**config.mk**
```make
export PLATFORM = sky130hd
export DESIGN_NAME = fifo_queue_with_search
export DESIGN_NICKNAME = d
export VERILOG_FILES = /design/src/hdl/fqs_pkg.sv /design/src/hdl/fqs_cell.sv /design/src/hdl/fifo_queue_with_search.sv
export SDC_FILE = /design/constraint.sdc
export NUM_CORES = 1
export LEC_CHECK = 0
export BUFFER_PORTS_ARGS = -buffer_cell sky130_fd_sc_hd__clkbuf_2
export CORE_MARGIN = 2
export CORE_UTILIZATION = 42
export DETAILED_ROUTE_END_ITERATION = 10
export REMOVE_ABC_BUFFERS = 1
export SYNTH_ARGS = -nofsm -noshare
export SYNTH_HDL_FRONTEND = slang
export SYNTH_SLANG_ARGS = --single-unit
```
**constraint.sdc**
```tcl
create_clock -name clk_i -period 11.25 [get_ports clk_i]
set_input_delay 0 -clock clk_i [delete_from_list [all_inputs] [get_ports clk_i]]
set_output_delay 0 -clock clk_i [all_outputs]
set_load 0.01 [all_outputs]
```
**src/hdl/fqs_pkg.sv**
```systemverilog
// types and constants shared by the fifo queue with search
// no dependencies
`default_nettype none

package fqs_pkg;

  localparam int unsigned DEPTH   = 16;
  localparam int unsigned DATA_W  = 32;

  typedef enum logic [1:0] {
    ACT_ENQ    = 2'd0,
    ACT_DEQ    = 2'd1,
    ACT_SEARCH = 2'd2,
    ACT_PEEK   = 2'd3
  } fqs_action_e;

  typedef struct packed {
    fqs_action_e               action;
    logic signed [DATA_W-1:0] value;
  } fqs_in_t;

  typedef struct packed {
    logic signed [DATA_W-1:0] data;
    logic                     found;
    logic                     is_empty;
    logic                     is_full;
    logic                     error;
  } fqs_out_t;

  // broadcast from the control to every cell
  typedef struct packed {
    logic                     enq;
    logic                     deq;
    logic signed [DATA_W-1:0] value;
  } fqs_ctrl_t;

endpackage

`default_nettype wire

```
**src/hdl/fqs_cell.sv**
```systemverilog
// one storage cell of the queue chain: holds one entry and its occupied bit
// depends on fqs_pkg
`default_nettype none

module fqs_cell (
  input  logic                             clk_i,
  input  logic                             rst_ni,
  input  fqs_pkg::fqs_ctrl_t               ctrl_i,
  input  logic                             prev_valid_i,
  input  logic                             next_valid_i,
  input  logic signed [fqs_pkg::DATA_W-1:0] next_data_i,
  output logic                             valid_o,
  output logic signed [fqs_pkg::DATA_W-1:0] data_o,
  output logic                             match_o
);
  import fqs_pkg::*;

  logic                     valid_q, valid_d;
  logic signed [DATA_W-1:0] data_q, data_d;
  logic                     data_we;

  always_comb begin
    valid_d = valid_q;
    data_d  = data_q;
    data_we = 1'b0;
    if (ctrl_i.deq) begin
      // shift toward the head
      valid_d = next_valid_i;
      data_d  = next_data_i;
      data_we = 1'b1;
    end else if (ctrl_i.enq && !valid_q && prev_valid_i) begin
      // first free cell takes the new word
      valid_d = 1'b1;
      data_d  = ctrl_i.value;
      data_we = 1'b1;
    end
  end

  always_ff @(posedge clk_i or negedge rst_ni) begin
    if (!rst_ni) begin
      valid_q <= 1'b0;
    end else begin
      valid_q <= valid_d;
    end
  end

  always_ff @(posedge clk_i) begin
    if (data_we) begin
      data_q <= data_d;
    end
  end

  assign valid_o = valid_q;
  assign data_o  = data_q;
  assign match_o = valid_q && (data_q == ctrl_i.value);

endmodule

`default_nettype wire

```
**src/hdl/fifo_queue_with_search.sv**
```systemverilog
// fifo queue of signed 32-bit words with a membership search, top level
// depends on fqs_pkg and fqs_cell
//
// usage:
//   input channel in_valid_i / in_ready_o carries one request word
//   (action, value): enqueue, dequeue, search or peek at head.
//   output channel out_valid_o / out_ready_i carries one result word per
//   request: data, found, is_empty, is_full, error.
//   the queue is a chain of DEPTH cells; cell 0 is always the head. a
//   dequeue shifts every cell one place toward the head, an enqueue loads
//   the first free cell, a search compares every cell at once.
//   the result is registered when the request is accepted and held in an
//   output register.
//   throughput: one request per cycle while the receiver takes results; the
//   output register alone sets this.
//   when the receiver stalls, the result holds and in_ready_o drops until
//   it is taken; a result taken in a cycle frees room for a new request in
//   that same cycle.
//   reset clears every cell's occupied bit at once and the output valid;
//   the queue is empty and ready right after reset.
`default_nettype none

module fifo_queue_with_search (
  input  logic              clk_i,
  input  logic              rst_ni,
  input  logic              in_valid_i,
  output logic              in_ready_o,
  input  fqs_pkg::fqs_in_t  in_data_i,
  output logic              out_valid_o,
  input  logic              out_ready_i,
  output fqs_pkg::fqs_out_t out_data_o
);
  import fqs_pkg::*;

  logic [DEPTH-1:0]         cell_valid;
  logic [DEPTH-1:0]         cell_match;
  logic signed [DATA_W-1:0] cell_data [DEPTH];
  fqs_ctrl_t                ctrl;

  logic     accept;
  logic     q_empty, q_full;
  fqs_out_t res_d;
  fqs_out_t out_q;
  logic     out_valid_q;

  assign q_empty    = !cell_valid[0];
  assign q_full     = cell_valid[DEPTH-1];
  assign in_ready_o = !out_valid_q || out_ready_i;
  assign accept     = in_valid_i && in_ready_o;

  assign ctrl.enq   = accept && (in_data_i.action == ACT_ENQ) && !q_full;
  assign ctrl.deq   = accept && (in_data_i.action == ACT_DEQ) && !q_empty;
  assign ctrl.value = in_data_i.value;

  for (genvar i = 0; i < DEPTH; i++) begin : g_cell
    logic                     prev_valid;
    logic                     next_valid;
    logic signed [DATA_W-1:0] next_data;

    if (i == 0) begin : g_head
      assign prev_valid = 1'b1;
    end else begin : g_body
      assign prev_valid = cell_valid[i-1];
    end

    if (i == DEPTH-1) begin : g_tail
      assign next_valid = 1'b0;
      assign next_data  = '0;
    end else begin : g_inner
      assign next_valid = cell_valid[i+1];
      assign next_data  = cell_data[i+1];
    end

    fqs_cell u_cell (
      .clk_i        (clk_i),
      .rst_ni       (rst_ni),
      .ctrl_i       (ctrl),
      .prev_valid_i (prev_valid),
      .next_valid_i (next_valid),
      .next_data_i  (next_data),
      .valid_o      (cell_valid[i]),
      .data_o       (cell_data[i]),
      .match_o      (cell_match[i])
    );
  end

  always_comb begin
    res_d          = '0;
    res_d.is_empty = q_empty;
    res_d.is_full  = q_full;
    case (in_data_i.action)
      ACT_ENQ: begin
        res_d.error = q_full;
        if (!q_full) begin
          res_d.is_empty = 1'b0;
          res_d.is_full  = cell_valid[DEPTH-2];
        end
      end
      ACT_DEQ: begin
        res_d.error = q_empty;
        if (!q_empty) begin
          res_d.data     = cell_data[0];
          res_d.is_empty = !cell_valid[1];
          res_d.is_full  = 1'b0;
        end
      end
      ACT_SEARCH: begin
        res_d.found = |cell_match;
      end
      default: begin
        if (!q_empty) begin
          res_d.data = cell_data[0];
        end
      end
    endcase
  end

  always_ff @(posedge clk_i or negedge rst_ni) begin
    if (!rst_ni) begin
      out_valid_q <= 1'b0;
    end else if (in_ready_o) begin
      out_valid_q <= in_valid_i;
    end
  end

  always_ff @(posedge clk_i) begin
    if (accept) begin
      out_q <= res_d;
    end
  end

  assign out_valid_o = out_valid_q;
  assign out_data_o  = out_q;

endmodule

`default_nettype wire

```
==> impl_results.md, run 1 <==
- Outcome: completed
- Share of cells above drive strength 1: 0.0833
- Warnings, synthesis: 0
- Hold_buf cts: 6
- Critical Path End Type: flip-flop
- Synth top area share: 0.588
- Ys async rst share: 0.0301
- Largest area contributor in the netlist: edfxtp_1
- Via density: 5.18
- GRT Overall Usage: 0.217
- Die W: 262 um
- Final Cycle Share: 0.365
- Setup CP Type: flip-flop to flip-flop
- Post-synthesis cell count: 2569
- CTS root buf: clkbuf_16
- Slew HR: 0.213
- Critical Path RT: 11.73 ns
- CP top delay family: buffers and inverters
- EDFF count, synth: 548
- Static leakage: 11.6 nW
- Core area: 65900 um^2
- Synth area leaders: edfxtp_1 (59%), xor2_1 (15%), nand2_1 (13%), nor4_1 (2.5%), dfrtp_1 (1.5%)
- Fin. max-slew vios: 0
- Non-filler cells, final: 3482
- Utilization after layout: 0.466
- Vias in the first global route: 17934
- Reg-to-reg startpoint: g_cell[0].u_cell.valid_o$_DFFE_PN0P_
- Hold Violations, Final: 0
- Yosys cell types: 39
- Primary FF master, synth: edfxtp_1
- Total I/O pin count: 76
- Htree depth: 2
- # port buffers: 75
- Critical path's most frequent cell: buf_4
- FF-to-FF End: g_cell[14].u_cell.data_o[10]$_DFFE_PP_
- Fillers: 5958
- Worst Setup Start Kind: flip-flop
- Num CTS Buffers: 59
- Slowest cell on crit path: buf_4
- CTS max path bufs: 3
- Mean Syn Cell Area: 10.9 um^2
- NumNets Final: 2611
- Clk sink count: 565
- RSZ-0062 raised after global routing: no
- F_max: 0.244 GHz
- First-pass GRT wire length: 110000 um
- WP data arrival: 4.59 ns
- Fin crit period: 4.11 ns
- Commonest cells post-synth: nand2_1 (983), edfxtp_1 (548), xor2_1 (478), nor4_1 (113), buf_2 (76)
- Routability congestion estimate: 0.872
- Final Cell Area: 30700 um^2
- Placed Area: 28900 um^2
- Die footprint: 68700 um^2
- Post-DRT Antenna Nets: 0
- Worst Hold Class: input port to flip-flop
- Reg2Reg Setup Slack: 7.14 ns
- Final setup skew: 0.0233 ns
- Max stage delay on crit path: 1.01 ns
- Total power: 5.05 mW
- Synthesized area: 28000 um^2
- Vias: 18032
- Detailed Place HPWL: 55300 um
- Critical path fanouts, max: 111
- Worst Hold Depth: 5
- Average wire per standard cell: 21.5 um
- Worst hold start: out_ready_i
- Reg2Reg Depth: 8
- Worst slack at placement: 7.25 ns
- CP cell instances: buf_4 -> nand2_1 -> nor2_4 -> buf_4 -> buf_4 -> buf_4 -> nand2_1 -> nand2_1
- Sequential share of the synthesized area: 0.604
- Die Y: 262 um
- Area delta synth->final: 9.75%
- Crit path buf inv count: 4
- Endpoints failing setup: 0
- Seq cells post-synth: 565
- Post-Place Cells: 3370
- Drt first-iter violations: 1419
- # diodes: 0
- Initial antenna violation count: 1
- Power Dens Cells: 164 nW/um^2
- Initial Util: 0.425
- Hold Path Sink: g_cell[0].u_cell.valid_o$_DFFE_PN0P_
- DR DRC count: 0
- Most frequent cell after synthesis: nand2_1
- Clock Latency Late Sink: 0.64 ns
- CTS tree: done
- Pin count of the biggest net entering global routing: 112
- Reg clk slew, reported paths: 0.06 ns
- Cell Rows: 94
- Post-CTS Repair Setup Buffers: 0
- Gr ovfl total: 0
- Actual slew at the worst max-slew pin: 1.18 ns
- Max Cap Violations: 0
- Final WS setup: 7.14 ns
- Router iterations before antenna repair: 7
- Number of gates resized after CTS: 0
- Drt total wl: 74900 um
- Peak supply drop: 0.000118 V
==> routing by layer <==
metal  wire length (um)  vias up  track usage  part of all wire
li1                   -     8573            -                 -
met1              30400     8769        0.265              0.41
met2              36800      548        0.378              0.49
met3               3250      142       0.0230             0.043
met4               4370        0        0.121             0.058
met5                  0        -            0                 0
==> cells in the final DEF (no fill, tap or decap), types with 13 or more instances in the layout <==
cell type	Yosys	final
nor4_1	113	113
inv_1	27	27
nand2_1	983	983
dfrtp_1	17	17
and3_1	30	30
clkbuf_16	0	60
xnor2_1	28	28
nor3_1	30	30
xor2_1	478	478
o22a_1	13	13
nand4_1	19	19
o21ai_4	0	13
buf_4	22	28
clkbuf_2	0	75
nand2b_1	16	16
edfxtp_1	548	548
inv_2	14	14
nand3_1	29	29
clkbuf_1	44	29
==> worst min-delay path: cells and delay by family <==
kind / cells / cell delay [ns]
AOI/OAI and AO/OA: 2 / 0.18
buffers and inverters: 1 / 0.08
and+or+nand+nor: 2 / 0.36
==> sequential cells by signal (all words and copies together), names as in the netlist <==
signal                 flops
out_valid_o                1
g_cell.u_cell.data_o     512
out_data_o                36
g_cell.u_cell.valid_o     16
==> per-stage QoR <==
step | setup TNS, ns | hold WS (ns)
2_1_floorplan | -2375.69 | -0.296
3_3_place_gp | 0 | 0.00288
3_5_place_dp | 0 | 0.0135
4_1_cts | 0 | 0.00910
5_1_grt | 0 | 0.0757
6_report | 0 | 0.0329
==> where the power goes <==
group	switching [mW]	leakage, nW	total, mW	internal, mW
Combinational	0.421	5.58	0.601	0.180
Clock	0.808	0.842	1.83	1.03
Sequential	0.117	5.20	2.61	2.50
==> final cells by class <==
class	instances	area, um^2	share of cell area
clock inverter	17	143	0.00465
multi-input combinational	1797	10200	0.332
tap	864	1080	0.0352
clock buffer	89	1610	0.0525
inverter	41	154	0.00501
timing repair buffer	109	646	0.0210
sequential	565	16900	0.550
==> worst max path at each step <==
stage	start	depth (start not counted)	to
final	g_cell[0].u_cell.valid_o$_DFFE_PN0P_	8	g_cell[14].u_cell.data_o[10]$_DFFE_PP_
after detailed placement	g_cell[0].u_cell.valid_o$_DFFE_PN0P_	8	g_cell[12].u_cell.data_o[25]$_DFFE_PP_
after global routing	g_cell[0].u_cell.valid_o$_DFFE_PN0P_	8	g_cell[13].u_cell.data_o[2]$_DFFE_PP_
after global placement	g_cell[0].u_cell.valid_o$_DFFE_PN0P_	8	g_cell[12].u_cell.data_o[8]$_DFFE_PP_
after floorplan	g_cell[0].u_cell.valid_o$_DFFE_PN0P_	3	g_cell[14].u_cell.data_o[0]$_DFFE_PP_
after CTS	g_cell[0].u_cell.valid_o$_DFFE_PN0P_	8	g_cell[14].u_cell.data_o[0]$_DFFE_PP_
==> cell families after synthesis <==
| logic type | share of synthesized area |
|---|---|
| AOI/OAI and AO/OA | 0.0115 |
| xor gates and xnor gates | 0.159 |
| buffers and inverters | 0.0384 |
| DFF | 0.604 |
| muxes | 0.000358 |
| and+or+nand+nor | 0.187 |
No activity file was read; power rests on OpenSTA's default activity.
==> inputs of run 2 (changes only) <==
==> constraint.sdc (replaced) <==
create_clock -name clk_i -period 3.4 [get_ports clk_i]
set_input_delay 0 -clock clk_i [delete_from_list [all_inputs] [get_ports clk_i]]
set_output_delay 0 -clock clk_i [all_outputs]
set_load 0.01 [all_outputs]
==> run 2 against run 1 <==
Against the previous run: sequential power increased to 3.3 times the previous value; clock skew about the same; combinational power rose to 3.4 times the previous value; non-clock buffer count grew 37; clock-buffer cell count fell by 18; critical path type unchanged; largest power group unchanged; largest cell class unchanged; sequential cell count did not move; maximum frequency is 50% higher.
==> impl_results.md, run 2 (same netlist as run 1, synthesis figures left out) <==
- Critical Path End Type: flip-flop
- Worst Hold Class: input port to flip-flop
- Htree depth: 2 (unchanged)
- Actual slew at the worst max-slew pin: 1.03 ns (-0.151 ns)
- Total I/O pin count: 76 (unchanged)
- Die footprint: 68700 um^2 (unchanged)
- Cell Rows: 94 (unchanged)
- Die Y: 262 um (unchanged)
- Most common cell after layout, fill and taps aside: nand2_1
- Die W: 262 um (unchanged)
- Router iterations before antenna repair: 5 (-2)
- Gr ovfl total: 0 (unchanged)
- Hold WS: 0.0905 ns (+0.0576 ns)
- Peak supply drop: 0.000420 V (+250%)
- Worst slack at placement: 0.614 ns (-6.64 ns)
- Worst Setup Start Kind: flip-flop
- Placed Area: 29200 um^2 (+1.3%)
- Core area: 65900 um^2 (unchanged)
- Static leakage: 11.9 nW (+2.2%)
- Initial antenna violation count: 2 (+1)
- Hold Violations, Final: 0 (unchanged)
- Post-CTS Repair Setup Buffers: 0 (unchanged)
- Critical path fanouts, max: 2 (-98%)
- Pin count of the biggest net entering global routing: 149 (+33%)
- Initial Util: 0.425 (unchanged)
- Vias in the first global route: 18139 (+1.1%)
- Fin. max-slew vios: 0 (unchanged)
- Power Dens Cells: 541 nW/um^2 (+230%)
- Fin crit period: 2.73 ns (-1.38 ns)
- Drt first-iter violations: 1604 (+13%)
- Final WS setup: 0.669 ns (-6.47 ns)
- Post-DRT Antenna Nets: 0 (unchanged)
- Final setup skew: 0.0230 ns (-0.000215 ns)
- Final Cycle Share: 0.803 (+0.438)
- Reg clk slew, reported paths: 0.06 ns (about the same)
- NumNets Final: 2648 (+1.4%)
- First-pass GRT wire length: 112000 um (+1.7%)
- Vias: 18224 (+1.1%)
- CP cell instances: xnor2_2 -> o2111ai_1 -> or4_1 -> nor3_2 -> nor4_1 -> a41oi_2
- Post-Place Cells: 3407 (+1.1%)
- Clk sink count: 565 (unchanged)
- Average wire per standard cell: 21.5 um (-0.16%)
- Fillers: 5982 (+0.40%)
- Share of cells above drive strength 1: 0.101 (+0.0176)
- CTS tree: done
- Non-filler cells, final: 3522 (+1.1%)
- Reg2Reg Setup Slack: 0.67 ns (-6.47 ns)
- Detailed Place HPWL: 56800 um (+2.8%)
- CTS max path bufs: 3 (unchanged)
- Critical Path RT: 3.83 ns (-7.90 ns)
- Clock Latency Late Sink: 0.64 ns (about the same)
- Number of flip-flops under the largest register name: 512 (unchanged)
- DR DRC count: 0 (unchanged)
- Routability congestion estimate: 0.944 (+8.3%)
- Endpoints failing setup: 0 (unchanged)
- WP data arrival: 3.16 ns (-1.43 ns)
- # port buffers: 75 (unchanged)
- RSZ-0062 raised after global routing: no
- GRT Overall Usage: 0.222 (+0.00448)
- Slowest cell on crit path: or4_1
- Num CTS Buffers: 59 (unchanged)
- Area delta synth->final: 11.3%
- Utilization after layout: 0.472 (+0.00640)
- F_max: 0.366 GHz (+50%)
- Drt total wl: 75600 um (+0.99%)
- Slew HR: 0.311 (+0.0983)
- Setup TNS: 0 ns (unchanged)
- Total power: 16.8 mW (+230%)
- Commonest non-fill, non-tap cells in the layout: nand2_1 (983), edfxtp_1 (548), xor2_1 (478), nor4_1 (113), clkbuf_2 (75)
- Outcome: completed
- Max Cap Violations: 0 (unchanged)
- Final Cell Area: 31100 um^2 (+1.4%)
- Max stage delay on crit path: 0.62 ns (-0.39 ns)
- CTS root buf: clkbuf_16
- Setup CP Type: flip-flop to flip-flop
- Via density: 5.17 (about the same)
-- run 2: cell types whose count changed in the layout (fill, tap and decap cells not counted), sizes merged --
| cell | change |
|---|---|
| buf | +37 |
| clkbuf | -18 |
| clkinv | +17 |
| clkinvlp | +2 |
| bufinv | +1 |
| diode | +1 |
-- run 2: worst paths after layout --
| kind | startpoint | endpoint | depth (start not counted) |
|---|---|---|---|
| worst max-delay path | g_cell[0].u_cell.data_o[15]$_DFFE_PP_ | out_data_o[3]$_SDFFCE_PN0P_ | 6 |
| worst min-delay path | in_data_i[32] | g_cell[0].u_cell.valid_o$_DFFE_PN0P_ | 2 |
| worst max register to register | g_cell[0].u_cell.data_o[15]$_DFFE_PP_ | out_data_o[3]$_SDFFCE_PN0P_ | 6 |
| worst min register to register | g_cell[9].u_cell.data_o[1]$_DFFE_PP_ | g_cell[8].u_cell.data_o[1]$_DFFE_PP_ | 2 |
| max in group asynchronous | rst_ni | g_cell[12].u_cell.valid_o$_DFFE_PN0P_ | 3 |
| min in group asynchronous | rst_ni | g_cell[1].u_cell.valid_o$_DFFE_PN0P_ | 3 |
-- run 2: final cells by class --
cell class                      count  area, um^2  share of cell area
Sequential cell                   565       16900               0.542
Multi-Input combinational cell   1797       10200               0.327
Clock buffer                       71        1540              0.0496
Tap cell                          864        1080              0.0347
Timing Repair Buffer              146        1010              0.0325
Clock inverter                     37         264             0.00848
Inverter                           41         154             0.00495
Antenna cell                        1        2.50           0.0000804
-- run 2: report_power, final --
| part | total [mW] | switching, mW | internal [mW] |
|---|---|---|---|
| clock | 6.15 | 2.72 | 3.44 |
| sequential | 8.65 | 0.394 | 8.25 |
| combinational | 2.04 | 1.41 | 0.634 |
-- run 2: critical path, delay by kind of cell (launching register included) --
family / cells / cell delay, ns
AO/OA/AOI/OAI: 2 / 0.56
XOR/XNOR: 1 / 0.28
flip-flops: 1 / 0.42
AND/OR/NAND/NOR: 3 / 1.27
-- run 2: routing by layer --
layer  global-route usage  share of wire
met4                0.125          0.059
met2                0.366           0.47
met3               0.0260          0.052
met1                0.285           0.42
met5                    0              0
-- run 2: timing repair --
item,4_1_cts,5_1_grt
resized for setup,0,0
endpoints found under the setup margin,0,0
hold buffers,6,0
endpoints found under the hold margin,24,0
==> inputs of run 3 (changes only) <==
==> constraint.sdc (replaced) <==
create_clock -name clk_i -period 2.34 [get_ports clk_i]
set_input_delay 0 -clock clk_i [delete_from_list [all_inputs] [get_ports clk_i]]
set_output_delay 0 -clock clk_i [all_outputs]
set_load 0.01 [all_outputs]
==> run 3 against run 2 <==
Against the previous run: critical endpoint unchanged; sequential share of layout area down 2.6 points; critical path depth unchanged; wire length is 3.7% higher; clock power up 52%; clock skew up 0.00099 ns; global-route usage grew 1.0 points; setup slack worse by 0.61 ns; critical path type unchanged; register-to-register slack got worse by 0.61 ns; first-iteration DRC count shrank 17%; combinational power is 62% higher.
==> impl_results.md, run 3 (same netlist as run 1, synthesis figures left out) <==
- Outcome: completed
- Fin. max-slew vios: 0 (unchanged)
- Static leakage: 12.7 nW (+7.3%)
- Slowest cell on crit path: nor4_1
- Htree depth: 2 (unchanged)
- Drt total wl: 78400 um (+3.7%)
- CTS root buf: clkbuf_16
- Drt first-iter violations: 1325 (-17%)
- Via density: 5.11 (-1.2%)
- Max stage delay on crit path: 0.67 ns (+0.05 ns)
- # diodes: 0 (-1)
- Die Y: 262 um (unchanged)
- First-pass GRT wire length: 117000 um (+4.7%)
- Commonest non-fill, non-tap cells in the layout: nand2_1 (983), edfxtp_1 (548), xor2_1 (478), buf_4 (152), nor4_1 (110)
- Most common cell after layout, fill and taps aside: nand2_1
- Vias in the first global route: 18728 (+3.2%)
- Hold WS: 0.0380 ns (-0.0525 ns)
- Actual slew at the worst max-slew pin: 0.928 ns (-0.102 ns)
- Non-filler cells, final: 3652 (+3.7%)
- Num CTS Buffers: 60 (+1.7%)
- Fin crit period: 2.28 ns (-0.448 ns)
- Peak supply drop: 0.000596 V (+42%)
- Post-DRT Antenna Nets: 0 (unchanged)
- Average wire per standard cell: 21.5 um (about the same)
- Slew HR: 0.379 (+0.0683)
- Final setup skew: 0.0240 ns (+0.000990 ns)
- Max Cap Violations: 0 (unchanged)
- CTS tree: done
- CP cell instances: xor2_1 -> nor4_1 -> nand4_1 -> nor3_1 -> nor4_1 -> a41oi_2
- Routability congestion estimate: 0.957 (+1.3%)
- Final Cycle Share: 0.976 (+0.172)
- GRT Overall Usage: 0.232 (+0.0104)
- Number of flip-flops under the largest register name: 512 (unchanged)
- # port buffers: 75 (unchanged)
- Pin count of the biggest net entering global routing: 74 (-50%)
- Reg clk slew, reported paths: 0.06 ns (about the same)
- Fillers: 5922 (-1.0%)
- Clock Latency Late Sink: 0.64 ns (about the same)
- Initial antenna violation count: 0 (-2)
- Detailed Place HPWL: 60700 um (+6.8%)
- Crit path buf inv count: 0 (unchanged)
- Worst Hold Class: input port to flip-flop
- CP top delay family: simple AND/OR/NAND/NOR gates
- F_max: 0.438 GHz (+20%)
- Critical path fanouts, max: 2 (unchanged)
- Post-CTS Repair Setup Buffers: 0 (unchanged)
- WP data arrival: 2.75 ns (-0.41 ns)
- Total I/O pin count: 76 (unchanged)
- RSZ-0062 raised after global routing: no
- Die footprint: 68700 um^2 (unchanged)
- NumNets Final: 2781 (+5.0%)
- Cell Rows: 94 (unchanged)
- Area delta synth->final: 16.9%
- Hold Violations, Final: 0 (unchanged)
- Die W: 262 um (unchanged)
- Critical Path End Type: flip-flop
- CTS max path bufs: 3 (unchanged)
- Total power: 25.2 mW (+50%)
- Initial Util: 0.425 (unchanged)
- Vias: 18671 (+2.5%)
- Router iterations before antenna repair: 6 (+1)
- Worst Setup Start Kind: flip-flop
- Gr ovfl total: 0 (unchanged)
- Critical path's most frequent cell: nor4_1
- Power Dens Cells: 770 nW/um^2 (+42%)
- Endpoints failing setup: 0 (unchanged)
- Critical Path RT: 2.81 ns (-1.02 ns)
- Core area: 65900 um^2 (unchanged)
- Clk sink count: 565 (unchanged)
- Post-Place Cells: 3538 (+3.8%)
- Setup CP Type: flip-flop to flip-flop
- DR DRC count: 0 (unchanged)
- Share of cells above drive strength 1: 0.144 (+0.0430)
## run 3: power breakdown
group          switching, mW  internal (mW)  leakage (nW)  total [mW]
logic                   2.14           1.17          6.62        3.31
clock network           3.91           5.41         0.923        9.32
registers              0.582           12.0          5.20        12.6
total                   6.63           18.6          12.7        25.2
## run 3: final cells by class
| class | instances | area, um^2 | area share |
|---|---|---|---|
| Timing Repair Buffer | 278 | 2470 | 0.0754 |
| Multi-Input combinational cell | 1797 | 10200 | 0.312 |
| Clock inverter | 16 | 164 | 0.00501 |
| Inverter | 41 | 154 | 0.00471 |
| Sequential cell | 565 | 16900 | 0.516 |
| Clock buffer | 91 | 1740 | 0.0532 |
| Tap cell | 864 | 1080 | 0.0331 |
## run 3: layer usage
metal / global-route usage / vias up / share of wire
li1: - / 8939 / -
met1: 0.294 / 8964 / 0.41
met2: 0.390 / 586 / 0.48
met3: 0.0248 / 182 / 0.050
met4: 0.130 / 0 / 0.060
met5: 0 / - / 0
## run 3: tightest hold or removal path, stage by stage
cell	delay [ns]
clkbuf_2	0.08
nand2b_2	0.19
nand3_2	0.08
buf_4	0.13
o21ai_0	0.07
o21ai_0	0.06
## run 3: per-stage QoR
stage / setup slack [ns] / setup TNS, ns / utilization / area [um^2]
final: 0.0570 / 0 / 0.497 / 32700
after global routing: 0.0106 / 0 / 0.497 / 32700
after CTS: 0.0121 / 0 / 0.496 / 32700
after detailed placement: -0.204 / -0.204 / 0.466 / 30700
after global placement: -0.153 / -0.153 / 0.466 / 30700
after floorplan: -14.83 / -7729.06 / - / 27000
## run 3: path summary, 6_finish.rpt
kind,slack [ns],cells past startpoint,end,startpoint
min in group asynchronous,0.60,3,out_valid_o$_DFFE_PN0N_,rst_ni
max in group asynchronous,1.16,3,g_cell[11].u_cell.valid_o$_DFFE_PN0P_,rst_ni
setup / recovery,0.06,6,out_data_o[3]$_SDFFCE_PN0P_,g_cell[11].u_cell.data_o[8]$_DFFE_PP_
hold reg to reg,0.56,2,g_cell[5].u_cell.data_o[30]$_DFFE_PP_,g_cell[6].u_cell.data_o[30]$_DFFE_PP_
setup reg to reg,0.06,6,out_data_o[3]$_SDFFCE_PN0P_,g_cell[11].u_cell.data_o[8]$_DFFE_PP_
hold / removal,0.04,6,g_cell[0].u_cell.valid_o$_DFFE_PN0P_,out_ready_i
## run 3: what timing repair did
action | in CTS | in global routing
endpoints found under the hold margin | 28 | 0
setup endpoints to repair | 1 | 1
hold buffers | 7 | 0
resized for setup | 4 | 2
pin swaps | 1 | 2
